## src/sv/touch_gesture_classifier_macros.svh

```systemverilog
// shared assertion macros, sampled on clk and off while rst_n is low
`ifndef TOUCH_GESTURE_CLASSIFIER_MACROS_SVH
`define TOUCH_GESTURE_CLASSIFIER_MACROS_SVH

// property that must hold at every edge
`define TGC_ASSERT(lbl, prop, msg) \
  lbl: assert property (@(posedge clk) disable iff (!rst_n) (prop)) else $error(msg);

// consequence checked in the cycle after the antecedent
`define TGC_ASSERT_NEXT(lbl, ante, cons, msg) \
  lbl: assert property (@(posedge clk) disable iff (!rst_n) (ante) |=> (cons)) else $error(msg);

`endif

```

## src/sv/tgc_pkg.sv

```systemverilog
package tgc_pkg;

  localparam int COORD_BITS = 12;
  localparam int TIME_BITS  = 32;
  localparam int THR_W      = 8;
  localparam int MS_W       = 16;
  localparam int SPAN_W     = 12;
  localparam int STEPS_W    = 8;
  localparam int CFG_DATA_W = 16;
  localparam int CFG_IDX_W  = 3;
  localparam int PROD_W     = COORD_BITS + STEPS_W;

  localparam logic [TIME_BITS-1:0] MIN_TAP_MS = TIME_BITS'(50);

  // configuration register indexes
  localparam logic [CFG_IDX_W-1:0] CFG_SWIPE_THR   = 3'd0;
  localparam logic [CFG_IDX_W-1:0] CFG_COOLDOWN    = 3'd1;
  localparam logic [CFG_IDX_W-1:0] CFG_SLEEP_HOLD  = 3'd2;
  localparam logic [CFG_IDX_W-1:0] CFG_DTAP_WINDOW = 3'd3;
  localparam logic [CFG_IDX_W-1:0] CFG_SCR_WIDTH   = 3'd4;
  localparam logic [CFG_IDX_W-1:0] CFG_SCR_HEIGHT  = 3'd5;
  localparam logic [CFG_IDX_W-1:0] CFG_DRAG_STEPS  = 3'd6;

  typedef enum logic [2:0] {
    DIR_STAY    = 3'd0,
    DIR_REQUEST = 3'd1,
    DIR_LEFT    = 3'd2,
    DIR_RIGHT   = 3'd3,
    DIR_UP      = 3'd4,
    DIR_DOWN    = 3'd5
  } dir_t;

  typedef enum logic [1:0] {
    DISP_PLAYER   = 2'd0,
    DISP_VOLUME   = 2'd1,
    DISP_STATIONS = 2'd2,
    DISP_OTHER    = 2'd3
  } disp_mode_t;

  typedef enum logic [1:0] {
    MREQ_NONE     = 2'd0,
    MREQ_VOLUME   = 2'd1,
    MREQ_STATIONS = 2'd2,
    MREQ_SLEEP    = 2'd3
  } mreq_t;

  typedef enum logic [1:0] {
    STEP_NONE = 2'd0,
    STEP_INC  = 2'd1,
    STEP_DEC  = 2'd2
  } step_t;

  typedef enum logic [1:0] {
    CLICK_NONE   = 2'd0,
    CLICK_DOUBLE = 2'd1,
    CLICK_SINGLE = 2'd2
  } click_t;

  typedef struct packed {
    logic [THR_W-1:0]   swipe_threshold;
    logic [MS_W-1:0]    cooldown_time;
    logic [MS_W-1:0]    sleep_hold_time;
    logic [MS_W-1:0]    double_tap_window;
    logic [SPAN_W-1:0]  screen_width;
    logic [SPAN_W-1:0]  screen_height;
    logic [STEPS_W-1:0] drag_steps;
  } cfg_t;

  typedef struct packed {
    logic                  touched;
    logic [COORD_BITS-1:0] pos_x;
    logic [COORD_BITS-1:0] pos_y;
    logic [TIME_BITS-1:0]  now_ms;
    disp_mode_t            display_mode;
    logic                  offline_mode;
  } item_t;

  typedef struct packed {
    logic   accepted;
    mreq_t  mode_request;
    step_t  step_event;
    click_t click;
    logic   deep_sleep;
  } res_t;

endpackage

```

## src/sv/tgc_cfg_regs.sv

```systemverilog
module tgc_cfg_regs (
  input  logic                             clk,
  input  logic                             rst_n,
  input  logic                             cfg_we,
  input  logic [tgc_pkg::CFG_IDX_W-1:0]    cfg_index,
  input  logic [tgc_pkg::CFG_DATA_W-1:0]   cfg_wdata,
  output tgc_pkg::cfg_t                    cfg
);
  import tgc_pkg::*;

  cfg_t cfg_r;
  cfg_t cfg_nxt;

  always_comb begin
    cfg_nxt = cfg_r;
    if (cfg_we) begin
      unique case (cfg_index)
        CFG_SWIPE_THR:   cfg_nxt.swipe_threshold   = cfg_wdata[THR_W-1:0];
        CFG_COOLDOWN:    cfg_nxt.cooldown_time     = cfg_wdata[MS_W-1:0];
        CFG_SLEEP_HOLD:  cfg_nxt.sleep_hold_time   = cfg_wdata[MS_W-1:0];
        CFG_DTAP_WINDOW: cfg_nxt.double_tap_window = cfg_wdata[MS_W-1:0];
        CFG_SCR_WIDTH:   cfg_nxt.screen_width      = cfg_wdata[SPAN_W-1:0];
        CFG_SCR_HEIGHT:  cfg_nxt.screen_height     = cfg_wdata[SPAN_W-1:0];
        CFG_DRAG_STEPS:  cfg_nxt.drag_steps        = cfg_wdata[STEPS_W-1:0];
        default: ;
      endcase
    end
  end

  always_ff @(posedge clk) begin
    if (!rst_n) begin
      cfg_r.swipe_threshold   <= THR_W'(12);
      cfg_r.cooldown_time     <= MS_W'(150);
      cfg_r.sleep_hold_time   <= MS_W'(5000);
      cfg_r.double_tap_window <= MS_W'(400);
      cfg_r.screen_width      <= SPAN_W'(320);
      cfg_r.screen_height     <= SPAN_W'(240);
      cfg_r.drag_steps        <= STEPS_W'(40);
    end else begin
      cfg_r <= cfg_nxt;
    end
  end

  assign cfg = cfg_r;

endmodule

```

## src/sv/tgc_drag_step.sv

```systemverilog
module tgc_drag_step (
  input  logic [tgc_pkg::COORD_BITS-1:0] anchor,
  input  logic [tgc_pkg::COORD_BITS-1:0] pos,
  input  logic [tgc_pkg::SPAN_W-1:0]     span,
  input  logic [tgc_pkg::STEPS_W-1:0]    steps,
  output logic                           hit,
  output tgc_pkg::step_t                 ev
);
  import tgc_pkg::*;

  logic [COORD_BITS-1:0] delta;
  logic [SPAN_W-1:0]     span_eff;
  logic [PROD_W-1:0]     prod;
  logic [PROD_W-1:0]     twice_span;

  assign delta    = (pos > anchor) ? (pos - anchor) : (anchor - pos);
  // zero span counts as one
  assign span_eff = (span == '0) ? SPAN_W'(1) : span;
  assign prod     = PROD_W'(delta) * PROD_W'(steps);
  // delta*steps/span > 1 is the same as delta*steps >= 2*span
  assign twice_span = PROD_W'({span_eff, 1'b0});
  assign hit      = (prod >= twice_span);
  assign ev       = (pos > anchor) ? STEP_INC : STEP_DEC;

endmodule

```

## src/sv/tgc_core.sv

```systemverilog
module tgc_core (
  input  logic           clk,
  input  logic           rst_n,
  input  logic           fire,
  input  tgc_pkg::item_t item,
  input  tgc_pkg::cfg_t  cfg,
  output tgc_pkg::res_t  res
);
  import tgc_pkg::*;

  function automatic logic [TIME_BITS-1:0] elapsed(input logic [TIME_BITS-1:0] now,
                                                   input logic [TIME_BITS-1:0] then_t);
    return now - then_t;
  endfunction

  logic                  was_touched_r, was_touched_nxt;
  dir_t                  dir_r, dir_nxt;
  logic [TIME_BITS-1:0]  press_start_r, press_start_nxt;
  logic [COORD_BITS-1:0] start_x_r, start_x_nxt;
  logic [COORD_BITS-1:0] start_y_r, start_y_nxt;
  logic [COORD_BITS-1:0] vol_anchor_r, vol_anchor_nxt;
  logic [COORD_BITS-1:0] sta_anchor_r, sta_anchor_nxt;
  logic                  tap_pending_r, tap_pending_nxt;
  logic [TIME_BITS-1:0]  tap_time_r, tap_time_nxt;
  logic                  double_tap_r, double_tap_nxt;
  logic [TIME_BITS-1:0]  release_time_r, release_time_nxt;
  logic                  release_armed_r, release_armed_nxt;

  logic [COORD_BITS-1:0] ax, ay, thr;
  dir_t                  picked;
  dir_t                  dir_cur;
  logic                  hit_x, hit_y;
  step_t                 ev_x, ev_y;
  logic [TIME_BITS-1:0]  held, el_release, el_tap;
  logic                  ignore;

  // swipe direction from the press start point
  assign ax  = (item.pos_x > start_x_r) ? (item.pos_x - start_x_r) : (start_x_r - item.pos_x);
  assign ay  = (item.pos_y > start_y_r) ? (item.pos_y - start_y_r) : (start_y_r - item.pos_y);
  assign thr = COORD_BITS'(cfg.swipe_threshold);

  always_comb begin
    if (ax > thr || ay > thr) begin
      if (ax > ay) begin
        picked = (item.pos_x > start_x_r) ? DIR_RIGHT : DIR_LEFT;
      end else begin
        picked = (item.pos_y > start_y_r) ? DIR_DOWN : DIR_UP;
      end
    end else begin
      picked = DIR_REQUEST;
    end
  end

  tgc_drag_step u_step_x (
    .anchor (vol_anchor_r),
    .pos    (item.pos_x),
    .span   (cfg.screen_width),
    .steps  (cfg.drag_steps),
    .hit    (hit_x),
    .ev     (ev_x)
  );

  tgc_drag_step u_step_y (
    .anchor (sta_anchor_r),
    .pos    (item.pos_y),
    .span   (cfg.screen_height),
    .steps  (cfg.drag_steps),
    .hit    (hit_y),
    .ev     (ev_y)
  );

  assign held       = elapsed(item.now_ms, press_start_r);
  assign el_release = elapsed(item.now_ms, release_time_r);
  assign ignore     = item.touched && !tap_pending_r && release_armed_r &&
                      (el_release < TIME_BITS'(cfg.cooldown_time));

  always_comb begin
    was_touched_nxt   = was_touched_r;
    dir_nxt           = dir_r;
    press_start_nxt   = press_start_r;
    start_x_nxt       = start_x_r;
    start_y_nxt       = start_y_r;
    vol_anchor_nxt    = vol_anchor_r;
    sta_anchor_nxt    = sta_anchor_r;
    tap_pending_nxt   = tap_pending_r;
    tap_time_nxt      = tap_time_r;
    double_tap_nxt    = double_tap_r;
    release_time_nxt  = release_time_r;
    release_armed_nxt = release_armed_r;
    dir_cur           = dir_r;
    el_tap            = '0;
    res               = '0;
    res.accepted      = 1'b1;

    if (item.touched) begin
      if (ignore) begin
        res.accepted = 1'b0;
      end else begin
        release_armed_nxt = 1'b0;
        was_touched_nxt   = 1'b1;
        if (!was_touched_r) begin
          // press start
          if (tap_pending_r &&
              elapsed(item.now_ms, tap_time_r) < TIME_BITS'(cfg.double_tap_window)) begin
            double_tap_nxt = 1'b1;
          end
          tap_pending_nxt = 1'b0;
          start_x_nxt     = item.pos_x;
          start_y_nxt     = item.pos_y;
          vol_anchor_nxt  = item.pos_x;
          sta_anchor_nxt  = item.pos_y;
          dir_nxt         = DIR_REQUEST;
          press_start_nxt = item.now_ms;
        end else begin
          if (dir_r == DIR_REQUEST) begin
            dir_cur = picked;
            if (picked != DIR_REQUEST) begin
              tap_pending_nxt = 1'b0;
              double_tap_nxt  = 1'b0;
            end
          end
          dir_nxt = dir_cur;
          if (dir_cur == DIR_REQUEST && held >= TIME_BITS'(cfg.sleep_hold_time) &&
              !item.offline_mode) begin
            res.mode_request = MREQ_SLEEP;
          end
          if (dir_cur == DIR_LEFT || dir_cur == DIR_RIGHT) begin
            press_start_nxt = item.now_ms;
            if (item.display_mode == DISP_PLAYER || item.display_mode == DISP_VOLUME) begin
              res.mode_request = MREQ_VOLUME;
              if (hit_x) begin
                res.step_event = ev_x;
                vol_anchor_nxt = item.pos_x;
              end
            end
          end else if (dir_cur == DIR_UP || dir_cur == DIR_DOWN) begin
            press_start_nxt = item.now_ms;
            if (item.display_mode == DISP_PLAYER || item.display_mode == DISP_STATIONS) begin
              res.mode_request = MREQ_STATIONS;
              if (hit_y) begin
                res.step_event = ev_y;
                sta_anchor_nxt = item.pos_y;
              end
            end
          end
        end
      end
    end else begin
      was_touched_nxt = 1'b0;
      if (was_touched_r) begin
        // release
        if (dir_r == DIR_REQUEST) begin
          if (held >= TIME_BITS'(cfg.sleep_hold_time)) begin
            res.deep_sleep = 1'b1;
          end else if (held > MIN_TAP_MS) begin
            if (double_tap_r) begin
              res.click      = CLICK_DOUBLE;
              double_tap_nxt = 1'b0;
            end else begin
              tap_pending_nxt = 1'b1;
              tap_time_nxt    = item.now_ms;
            end
          end
        end
        dir_nxt           = DIR_STAY;
        release_time_nxt  = item.now_ms;
        release_armed_nxt = 1'b1;
      end
      // lone tap turns into a play click once the window runs out
      el_tap = elapsed(item.now_ms, tap_time_nxt);
      if (tap_pending_nxt && el_tap >= TIME_BITS'(cfg.double_tap_window)) begin
        res.click       = CLICK_SINGLE;
        tap_pending_nxt = 1'b0;
      end
    end
  end

  always_ff @(posedge clk) begin
    if (!rst_n) begin
      was_touched_r   <= 1'b1;
      dir_r           <= DIR_STAY;
      press_start_r   <= '0;
      start_x_r       <= '0;
      start_y_r       <= '0;
      vol_anchor_r    <= '0;
      sta_anchor_r    <= '0;
      tap_pending_r   <= 1'b0;
      tap_time_r      <= '0;
      double_tap_r    <= 1'b0;
      release_time_r  <= '0;
      release_armed_r <= 1'b0;
    end else if (fire) begin
      was_touched_r   <= was_touched_nxt;
      dir_r           <= dir_nxt;
      press_start_r   <= press_start_nxt;
      start_x_r       <= start_x_nxt;
      start_y_r       <= start_y_nxt;
      vol_anchor_r    <= vol_anchor_nxt;
      sta_anchor_r    <= sta_anchor_nxt;
      tap_pending_r   <= tap_pending_nxt;
      tap_time_r      <= tap_time_nxt;
      double_tap_r    <= double_tap_nxt;
      release_time_r  <= release_time_nxt;
      release_armed_r <= release_armed_nxt;
    end
  end

endmodule

```

## src/sv/touch_gesture_classifier.sv

```systemverilog
// touch gesture classifier: one touch sample in, one gesture result out
// input channel: in_valid/in_stall with the sample fields (touched, x, y,
//   ms timestamp, display mode, offline flag); an item is taken at an edge
//   with in_valid high and in_stall low
// output channel: out_valid/out_stall with accepted, mode request, step
//   event, click and deep sleep; every input item yields exactly one result
// config: cfg_we writes cfg_wdata into register cfg_index at the edge; the user
//   must write only while no item is in flight, unchecked by the block;
//   unknown indexes are dropped
// path: sample register, classification, result register driving the outputs
// throughput: one item per cycle while out_stall is low, set by the single
//   classify stage that reads and updates the gesture state in the same cycle
// stall: while out_stall holds a waiting result, the sample register keeps
//   one more item and then in_stall is raised; nothing is dropped
// reset (rst_n low, synchronous): channels empty, config back to defaults,
//   gesture state idle with the panel treated as already touched, so a touch
//   held through reset gives no gesture until it is released once
module touch_gesture_classifier (
  input  logic                             clk,
  input  logic                             rst_n,
  // sample channel
  input  logic                             in_valid,
  output logic                             in_stall,
  input  logic                             in_touched,
  input  logic [tgc_pkg::COORD_BITS-1:0]   in_pos_x,
  input  logic [tgc_pkg::COORD_BITS-1:0]   in_pos_y,
  input  logic [tgc_pkg::TIME_BITS-1:0]    in_now_ms,
  input  logic [1:0]                       in_display_mode,
  input  logic                             in_offline_mode,
  // result channel
  output logic                             out_valid,
  input  logic                             out_stall,
  output logic                             out_accepted,
  output logic [1:0]                       out_mode_request,
  output logic [1:0]                       out_step_event,
  output logic [1:0]                       out_click,
  output logic                             out_deep_sleep,
  // config write port
  input  logic                             cfg_we,
  input  logic [tgc_pkg::CFG_IDX_W-1:0]    cfg_index,
  input  logic [tgc_pkg::CFG_DATA_W-1:0]   cfg_wdata
);
  import tgc_pkg::*;

  `include "touch_gesture_classifier_macros.svh"

  logic  in_valid_r, in_valid_nxt;
  item_t in_r;
  logic  out_valid_r, out_valid_nxt;
  res_t  res_r;
  res_t  res;
  cfg_t  cfg;
  logic  advance;   // result register can take a new result
  logic  fire;      // sample register is classified this cycle
  logic  take;      // new sample enters

  tgc_cfg_regs u_cfg (
    .clk       (clk),
    .rst_n     (rst_n),
    .cfg_we    (cfg_we),
    .cfg_index (cfg_index),
    .cfg_wdata (cfg_wdata),
    .cfg       (cfg)
  );

  // handshake: the result register frees up when empty or when it is taken
  assign advance  = !out_valid_r || !out_stall;
  assign fire     = in_valid_r && advance;
  assign in_stall = in_valid_r && !advance;
  assign take     = in_valid && !in_stall;

  always_comb begin
    in_valid_nxt = in_valid_r;
    if (take) begin
      in_valid_nxt = 1'b1;
    end else if (fire) begin
      in_valid_nxt = 1'b0;
    end
  end

  always_comb begin
    out_valid_nxt = out_valid_r;
    if (fire) begin
      out_valid_nxt = 1'b1;
    end else if (!out_stall) begin
      out_valid_nxt = 1'b0;
    end
  end

  // control registers
  always_ff @(posedge clk) begin
    if (!rst_n) begin
      in_valid_r  <= 1'b0;
      out_valid_r <= 1'b0;
    end else begin
      in_valid_r  <= in_valid_nxt;
      out_valid_r <= out_valid_nxt;
    end
  end

  // sample register, loaded whenever an item is taken
  always_ff @(posedge clk) begin
    if (take) begin
      in_r.touched      <= in_touched;
      in_r.pos_x        <= in_pos_x;
      in_r.pos_y        <= in_pos_y;
      in_r.now_ms       <= in_now_ms;
      in_r.display_mode <= disp_mode_t'(in_display_mode);
      in_r.offline_mode <= in_offline_mode;
    end
  end

  // gesture state and classification
  tgc_core u_core (
    .clk   (clk),
    .rst_n (rst_n),
    .fire  (fire),
    .item  (in_r),
    .cfg   (cfg),
    .res   (res)
  );

  // result register
  always_ff @(posedge clk) begin
    if (fire) begin
      res_r <= res;
    end
  end

  assign out_valid        = out_valid_r;
  assign out_accepted     = res_r.accepted;
  assign out_mode_request = res_r.mode_request;
  assign out_step_event   = res_r.step_event;
  assign out_click        = res_r.click;
  assign out_deep_sleep   = res_r.deep_sleep;

  // a stalled sample stays in the sample register
  `TGC_ASSERT_NEXT(a_stall_keeps_item, in_stall, in_valid_r, "stalled sample was lost")
  // an ignored sample carries no gesture
  `TGC_ASSERT(a_ignored_clean, !(out_valid_r && !res_r.accepted) || (res_r.mode_request == MREQ_NONE && res_r.step_event == STEP_NONE && res_r.click == CLICK_NONE && !res_r.deep_sleep), "ignored sample reports a gesture")
  // a step only comes with a volume or stations request
  `TGC_ASSERT(a_step_has_mode, !(out_valid_r && res_r.step_event != STEP_NONE) || res_r.mode_request == MREQ_VOLUME || res_r.mode_request == MREQ_STATIONS, "step without drag mode")
  // deep sleep release never also clicks
  `TGC_ASSERT(a_sleep_no_click, !(out_valid_r && res_r.deep_sleep) || res_r.click == CLICK_NONE, "deep sleep with click")

endmodule

```

## config.mk

```make
export PLATFORM = sky130hd
export DESIGN_NAME = touch_gesture_classifier
export DESIGN_NICKNAME = d
export VERILOG_FILES = /design/src/sv/tgc_pkg.sv /design/src/sv/tgc_cfg_regs.sv /design/src/sv/tgc_drag_step.sv /design/src/sv/tgc_core.sv /design/src/sv/touch_gesture_classifier.sv
export VERILOG_INCLUDE_DIRS = /design/src /design/src/sv
export SDC_FILE = /design/constraint.sdc
export NUM_CORES = 2
export LEC_CHECK = 0
export BUFFER_PORTS_ARGS = -buffer_cell sky130_fd_sc_hd__buf_2
export CORE_MARGIN = 5
export CORE_UTILIZATION = 40
export DETAILED_ROUTE_END_ITERATION = 10
export PLACE_DENSITY_LB_ADDON = 0.12
export SKIP_CTS_REPAIR_TIMING = 1
export SLEW_MARGIN = 20
export SYNTH_ARGS = -nofsm -noshare
export SYNTH_HDL_FRONTEND = slang
export SYNTH_SLANG_ARGS = --single-unit
```

## constraint.sdc

```tcl
create_clock -name clk -period 10.4 [get_ports clk]
set_clock_uncertainty 0.2 [all_clocks]
set_input_delay 1.04 -clock clk [delete_from_list [all_inputs] [get_ports clk]]
set_output_delay 1.04 -clock clk [all_outputs]
set_load 0.02 [all_outputs]
```

==> parameters.txt <==
Parameter                              Value

STA
  Slew at the pin closest to its max-slew limit ... 1.04 ns
  Hold violation total from the final report ... 0
  Part of the cycle the worst path needs ... 93.7%
  Final worst path period need ... 9.74 ns
  Final Slew Violations ... 0
  Worst hold slack after final layout ... 0.253 ns
  Total of endpoints with negative setup slack in the final report ... 0
  Setup TNS ... 0 ns
  Worst Setup Slack, final ... 0.657 ns
  Unrepaired setup endpoints after global routing ... false
  Headroom to the max-slew limit ... 29.8%
  Achievable clock frequency ... 0.103 GHz

Worst setup path
  Cell at the slowest stage of the critical path ... or4_1
  Worst path max stage delay ... 0.56 ns
  Arrival time at the worst endpoint ... 9.84 ns
  Highest fanout seen on the critical path ... 5
  Critical path endpoint category ... flip-flop
  Startpoint Class ... flip-flop
  Type of the worst setup path ... flip-flop to flip-flop
  Critical Path RT ... 10.50 ns

Drt
  Iteration-0 DRC count of the detailed router ... 1976
  Number of remaining DRC errors ... 0
  Final wirelength ... 98.6 mm
  Mean routed wirelength per cell ... 18.9 um
  Number of detailed-routing iterations run before antenna repair ... 6
  Residual antenna-violating net count after detailed routing ... 0
  Via count ... 28.5k
  Vias per cell ... 5.45

Yosys
  Adder-Cell Fraction of Synth Area ... 24.0%
  Mean instance size in the synthesized netlist ... 8.00 um^2
  Synthesized-area fraction occupied by xor and xnor cells ... 3.32%
  Post-synth top cells ... 584 x nand2_1, 449 x inv_1, 412 x ha_1
  Prevailing post-synth register cell ... dfxtp_1
  Biggest area consumer among synthesized cells ... ha_1
  Cell count after synthesis ... 4057
  Total standard cell area after synthesis ... 0.0325 mm^2
  Most area-consuming cells after synthesis ... ha_1 16%, dfxtp_1 15%, fa_1 8.1%
  Count of different cell masters after synthesis ... 99
  Post-synthesis net count ... 4685
  Proportion of synthesized flip-flops having asynchronous set or reset ... 0%
  Share of cell area taken by muxes after synthesis ... 5.62%
  Largest family of logic cells by synthesized area ... adder cells
  Total of warnings raised by yosys ... 0
  Post-synth top area share ... 15.9%
  Post-synth EDFFs ... 68
  Fraction of the mapped netlist area in simple logic gates ... 19.6%
  Number of synthesized register bits ... 309
  Compound-cell area share of the yosys netlist ... 19.1%
  Part of the Yosys area used for sequential elements ... 21.1%
  Top-count cell post-synth ... nand2_1

Place
  Final Wtd Congestion ... 0.887
  Post-detailed-placement half-perimeter wirelength ... 77.4 mm
  Number of port buffers ... 93
  Place WS ... 0.0341 ns

Clock network
  Cts bufs inserted ... 41
  Clock Tree Root ... clkbuf_16
  Clock tree sinks ... 309
  Total number of H-tree levels ... 2
  TritonCTS clock tree ... done
  Clock transition at the registers of the reported paths ... 0.06 ns
  Clock buffer depth ... 3
  Insertion delay of the later-clocked pin in the worst-skew pair ... 0.60 ns

Floorplanning
  Number of ports placed on the die boundary ... 94
  Die X ... 295 um
  CORE AREA ... 0.0805 mm^2
  Starting density of the core ... 40.3%
  Overall die area ... 0.0870 mm^2
  Site row count ... 104
  Overall die height ... 295 um

Layout
  Fraction of layout instances using a drive strength above 1 ... 7.76%
  Layout-stage area growth over the synthesis result ... 10.0%
  Filler instances ... 8150
  Ant. Diodes ... 0
  NumNets Final ... 4760

GRT
  Vias in the first global route ... 28.0k
  Pin count of the biggest net entering global routing ... 94
  Global-route congestion overflow total ... 0
  Wire length of the first global-routing pass ... 157 mm
  All-layer global routing usage ... 22.3%
  Number of antenna violations at the first check in global routing ... 3

Power and ir drop
  Static leakage ... 14.9 nW
  Final Total Pwr ... 4.64 mW
  Total power density per cell area ... 130 mW/mm^2
  Maximum VDD drop ... 0.000112 V

Run
  Max-cap check violation count ... 0

Worst hold path
  Hold crit path type ... flip-flop to flip-flop

Run status
  Outcome ... finished, final reports clean
## where the power goes
| part | switching (mW) | total [mW] | internal, mW |
|---|---|---|---|
| Combinational | 1.09 | 1.87 | 0.775 |
| Clock | 0.623 | 1.48 | 0.855 |
| Sequential | 0.0346 | 1.29 | 1.26 |
| Total | 1.75 | 4.64 | 2.89 |
## cells by family (layout without fill, tap and decap cells)
| family | after synthesis | after routing |
|---|---|---|
| DFF | 309 | 309 |
| adders and majority gates | 544 | 544 |
| and+or+nand+nor | 1346 | 1346 |
| muxes | 180 | 180 |
| xor gates and xnor gates | 123 | 123 |
| AOI/OAI and AO/OA | 958 | 958 |
| buffers and inverters | 597 | 704 |
## placed cells by master (no fill, tap or decap), types with 37 or more instances in the layout
cell,count
nand4_1,37
a21o_1,71
o211ai_1,56
xnor2_1,82
mux2i_1,165
inv_1,449
xor2_1,41
a211oi_1,38
nor2_1,230
a21oi_1,357
nor2b_1,45
nor3_1,87
buf_2,92
ha_1,412
buf_4,84
nand2b_1,42
and2_1,106
edfxtp_1,68
nand2_1,584
fa_1,132
clkbuf_16,41
o21ai_0,140
o21a_1,40
dfxtp_1,241
nand3_1,70
## state kept, by name, indices dropped and copies added (netlist names), 2 cells and up
register / flops
u_core.sta_anchor_r: 12
u_cfg.cfg: 88
u_core.vol_anchor_r: 12
u_core.dir_r: 3
u_core.press_start_r: 32
u_core.start_x_r: 12
u_core.start_y_r: 12
out_mode_request: 2
u_core.tap_time_r: 32
in_r: 60
out_click: 2
u_core.release_time_r: 32
out_step_event: 2
## metrics by stage
step	instances	cell area (um^2)	utilization (%)
finish	5224	35700	44.4
global route	5224	35700	44.4
CTS	5224	35700	44.3
detailed placement	5149	34300	42.6
global placement	5149	34300	42.6
floorplan	4057	32500	-
## cell type report
type / instances / area, um^2 / area share, %
inverter: 452 / 1700 / 4.76
timing repair buffer: 177 / 1100 / 3.09
clock buffer: 56 / 1140 / 3.20
sequential: 309 / 6870 / 19.2
clock inverter: 19 / 238 / 0.665
multi-input combinational: 3151 / 23400 / 65.4
tap: 1060 / 1330 / 3.71
## worst paths after layout
kind | from | end | slack (ns) | depth (start not counted)
setup / recovery | in_r[3] | out_click[1] | 0.66 | 40
hold / removal | u_core.release_time_r[14] | u_core.release_time_r[14] | 0.25 | 2
hold reg to reg | u_core.release_time_r[14] | u_core.release_time_r[14] | 0.25 | 2
setup reg to reg | in_r[3] | out_click[1] | 0.66 | 40
## worst max-delay path: cells and delay by family (launching register included)
family / cells / cell delay (ns)
xor+xnor: 2 / 0.34
flops: 1 / 0.38
compound gates: 18 / 3.72
mux: 1 / 0.22
simple gates: 10 / 2.68
buf+inv: 3 / 0.20
fa+ha+maj: 6 / 1.73
## routing by layer
layer / share of wire, % / wire length (um) / track usage [%] / vias up
li1: - / - / - / 14300
met1: 50 / 49400 / 32.8 / 13500
met2: 44 / 43700 / 36.2 / 586
met3: 4.1 / 4010 / 2.40 / 92
met4: 1.5 / 1430 / 3.79 / 0
met5: 0 / 0 / 0 / -
(Power assumes the default switching activity.)
